`src/gbcg_modadd.sv`:
```
// gbcg_modadd: shared modular adder, (a + b) with one conditional subtract of MODULUS.
// No dependencies; instantiated by the top level.
`default_nettype none

module gbcg_modadd #(
  parameter int MODULUS = 8192,
  parameter int W       = 14
) (
  input  wire logic [W-1:0] a,
  input  wire logic [W-1:0] b,
  output logic      [W-1:0] result,
  output logic              wrapped
);

  localparam logic [W:0] MOD_C = (W+1)'(MODULUS);

  logic [W:0] sum;
  logic [W:0] diff;

  assign sum     = {1'b0, a} + {1'b0, b};
  assign diff    = sum - MOD_C;
  assign wrapped = (sum >= MOD_C);
  assign result  = wrapped ? diff[W-1:0] : sum[W-1:0];

endmodule

`default_nettype wire

```
`config.mk`:
```
export PLATFORM = sky130hd
export DESIGN_NAME = gbcg_modadd
export DESIGN_NICKNAME = d
export VERILOG_FILES = /design/src/gbcg_modadd.sv
export SDC_FILE = /design/constraint.sdc
export NUM_CORES = 1
export LEC_CHECK = 0
export BUFFER_PORTS_ARGS = -buffer_cell sky130_fd_sc_hd__buf_2
export CORE_MARGIN = 2
export CORE_UTILIZATION = 40
export DETAILED_ROUTE_END_ITERATION = 10
export PLACE_DENSITY = 0.8
export SYNTH_ARGS = -nofsm -noshare
export SYNTH_HDL_FRONTEND = slang
export SYNTH_SLANG_ARGS = --single-unit
```
`constraint.sdc`:
```
create_clock -name vclk -period 3.6
set_clock_uncertainty 0.05 [all_clocks]
set_input_delay 0.72 -clock vclk [all_inputs]
set_output_delay 0.72 -clock vclk [all_outputs]
set_load 0.05 [all_outputs]
```
==> flow_metrics.env <==
export IMPL_syn_avg_cell_area_um2=8.42
export IMPL_fin_nets=167
export IMPL_dieArea_mm2=0.00182
export IMPL_max_clock_freq_ghz=0.280
export IMPL_syn_inst=71
export IMPL_n_antenna_cell=0
export IMPL_die_w_um=42.7
export IMPL_worst_pin_slew_ps=423
export IMPL_drcViolationCount=0
export IMPL_core_area_mm2=0.00135
export IMPL_nFlopsAndLatches=0
export IMPL_viasPerCell=5.69
export IMPL_die_h_um=42.7
export IMPL_topRoutingLayerUsed="met4"
export IMPL_outcome="finished, final reports clean"
export IMPL_hold_path_depth=3
export IMPL_row_count=13
export IMPL_setup_viol=0
export IMPL_postLayoutCoreUtil_pct=71.5
export IMPL_grt_pass1_wl_um=2780
export IMPL_worstPathArrival_ps=2800
export IMPL_drive_gt1_share_pct=50.0
export IMPL_ys_seq_area_share_pct=0
export IMPL_period_needed_ps=3570
export IMPL_syn_nets=114
export IMPL_fin_crit_sh_pct=99.3
export IMPL_slew_limit_headroom_pct=71.5
export IMPL_design_area_um2=966
export IMPL_hp_class="primary input to output pin"
export IMPL_post_drt_wl_per_cell_um=14.7
export IMPL_seq_area_um2=0
export IMPL_port_buffers=43
export IMPL_start_util_pct=44.3
export IMPL_synthTopCellsByCount="14 x ha_1, 8 x a21oi_1, 8 x xnor2_1"
export IMPL_maxCapViolations=0
export IMPL_critPathLaunch="a[0]"
export IMPL_dpl_cell_area_um2=866
export IMPL_area_delta_synth_final_pct=61.5
export IMPL_criticalPathCategory="primary input to output pin"
export IMPL_drtAntennaViolNets=0
export IMPL_multi_input_area_um2=648
export IMPL_track_usage_pct=18.6
export IMPL_antenna_found_initial=0
export IMPL_fin_tns_setup_ps=0
export IMPL_wl_um=2020
export IMPL_grt_pass1_vias=705
export IMPL_power_density_mw_per_mm2=329
export IMPL_ios=43
export IMPL_first_pass_iters=4
export IMPL_routed_wl_met3_um=118
export IMPL_synth_most_common_cell="ha_1"
export IMPL_route_met2_wl_um=1050
export IMPL_fillers=101
export IMPL_dpl_hpwl_um=1410
export IMPL_grt_start_max_net_pins=6
export IMPL_ys_warn_count=0
export IMPL_required_ps=2830
export IMPL_synth_top_area_cell="ha_1"
export IMPL_synth_area_top_cells="ha_1 29%, xnor2_1 12%, a21o_1 7.5%"
export IMPL_worstSetupStartpointType="primary input"
export IMPL_grt_ovfl_total=0
export IMPL_crit_end="wrapped"
export IMPL_synth_top_cell_area_share_pct=29.3
export IMPL_drtIter0Drc=17
export IMPL_vias=779
export IMPL_cp_end_kind="output pin"
export IMPL_ys_types=27
export IMPL_hold_viol_final=0
export IMPL_crit_fanout=3
export IMPL_nClkBuffers=0
export IMPL_maxSlewViolCount=0
export IMPL_routabilityCongestion=0.775
export IMPL_holdWs_ps=1850
export IMPL_synth_area_um2=598
export IMPL_rsz0062_at_grt="true"
export IMPL_met1_length_um=801
export IMPL_ir_worst_vdd_mv=0.160
export IMPL_leakagePower_nw=0.502
==> placed cells by master (no fill, tap or decap), drive strengths merged, types with 2 or more instances in the layout <==
master,Yosys,final
and3,3,3
inv,2,2
nor2b,2,2
ha,14,14
o21ai,3,3
xnor2,8,8
a21oi,9,9
buf,0,50
a31oi,2,2
nor2,3,3
xor2,3,3
a221oi,2,2
o311ai,2,2
nand3,2,2
or3b,2,2
nand2,2,2
a21o,6,6
==> worst min path at each step <==
stage	slack, ps	from	to
2_1_floorplan	1760	b[0]	result[0]
3_3_place_gp	1820	b[0]	result[0]
3_5_place_dp	1820	b[0]	result[0]
4_1_cts	1830	b[0]	result[0]
5_1_grt	1870	b[0]	result[0]
6_report	1850	b[0]	result[0]
==> report_power, final <==
group	internal [W]	leakage [nW]	switching, W
Combinational	0.000108	0.502	0.000209
Clock	0	0	0
Sequential	0	0	0
Total	0.000108	0.502	0.000209
==> through the flow <==
step | worst slack (ps) | cells | power, W
after floorplan | -24.8 | 71 | 0.000217
after global placement | 16.0 | 133 | 0.000278
after detailed placement | -109 | 133 | 0.000283
after CTS | 5.56 | 135 | 0.000293
after global routing | -46.0 | 137 | 0.000335
final | 26.7 | 137 | 0.000318
==> worst max-delay path, stage by stage <==
cell,delay (ps)
buf_2,100
ha_2,190
fa_2,340
a21o_1,220
a221oi_4,320
o311ai_4,170
a2111oi_4,360
a31oi_1,160
buf_4,210
==> final cells by class <==
| cell class | count | share of cell area [%] |
|---|---|---|
| inverter | 2 | 0.777 |
| tap | 15 | 1.94 |
| multi-input combinational | 69 | 67.1 |
| timing repair buffer | 51 | 30.2 |
==> layer usage <==
| layer | vias up | GRT usage (%) |
|---|---|---|
| li1 | 379 | - |
| met2 | 37 | 37.9 |
| met5 | - | 0 |
| met4 | 0 | 2.50 |
| met3 | 8 | 0.851 |
| met1 | 355 | 21.1 |
==> cell families (layout without fill, tap and decap cells) <==
| group | count (synthesis) | in the layout | synth area share [%] |
|---|---|---|---|
| AO/OA/AOI/OAI | 28 | 28 | 36.2 |
| adder cells (fa/ha/maj) | 15 | 15 | 32.6 |
| AND/OR/NAND/NOR | 15 | 15 | 13.8 |
| XOR/XNOR | 11 | 11 | 16.1 |
| buffers and inverters | 2 | 53 | 1.26 |
==> repair_timing <==
item	CTS	global route
pin swaps	5	7
hold buffers	0	0
setup buffers	2	2
resized for setup	4	12
endpoints found under the setup margin	2	5
No activity file was read; power rests on OpenSTA's default activity.
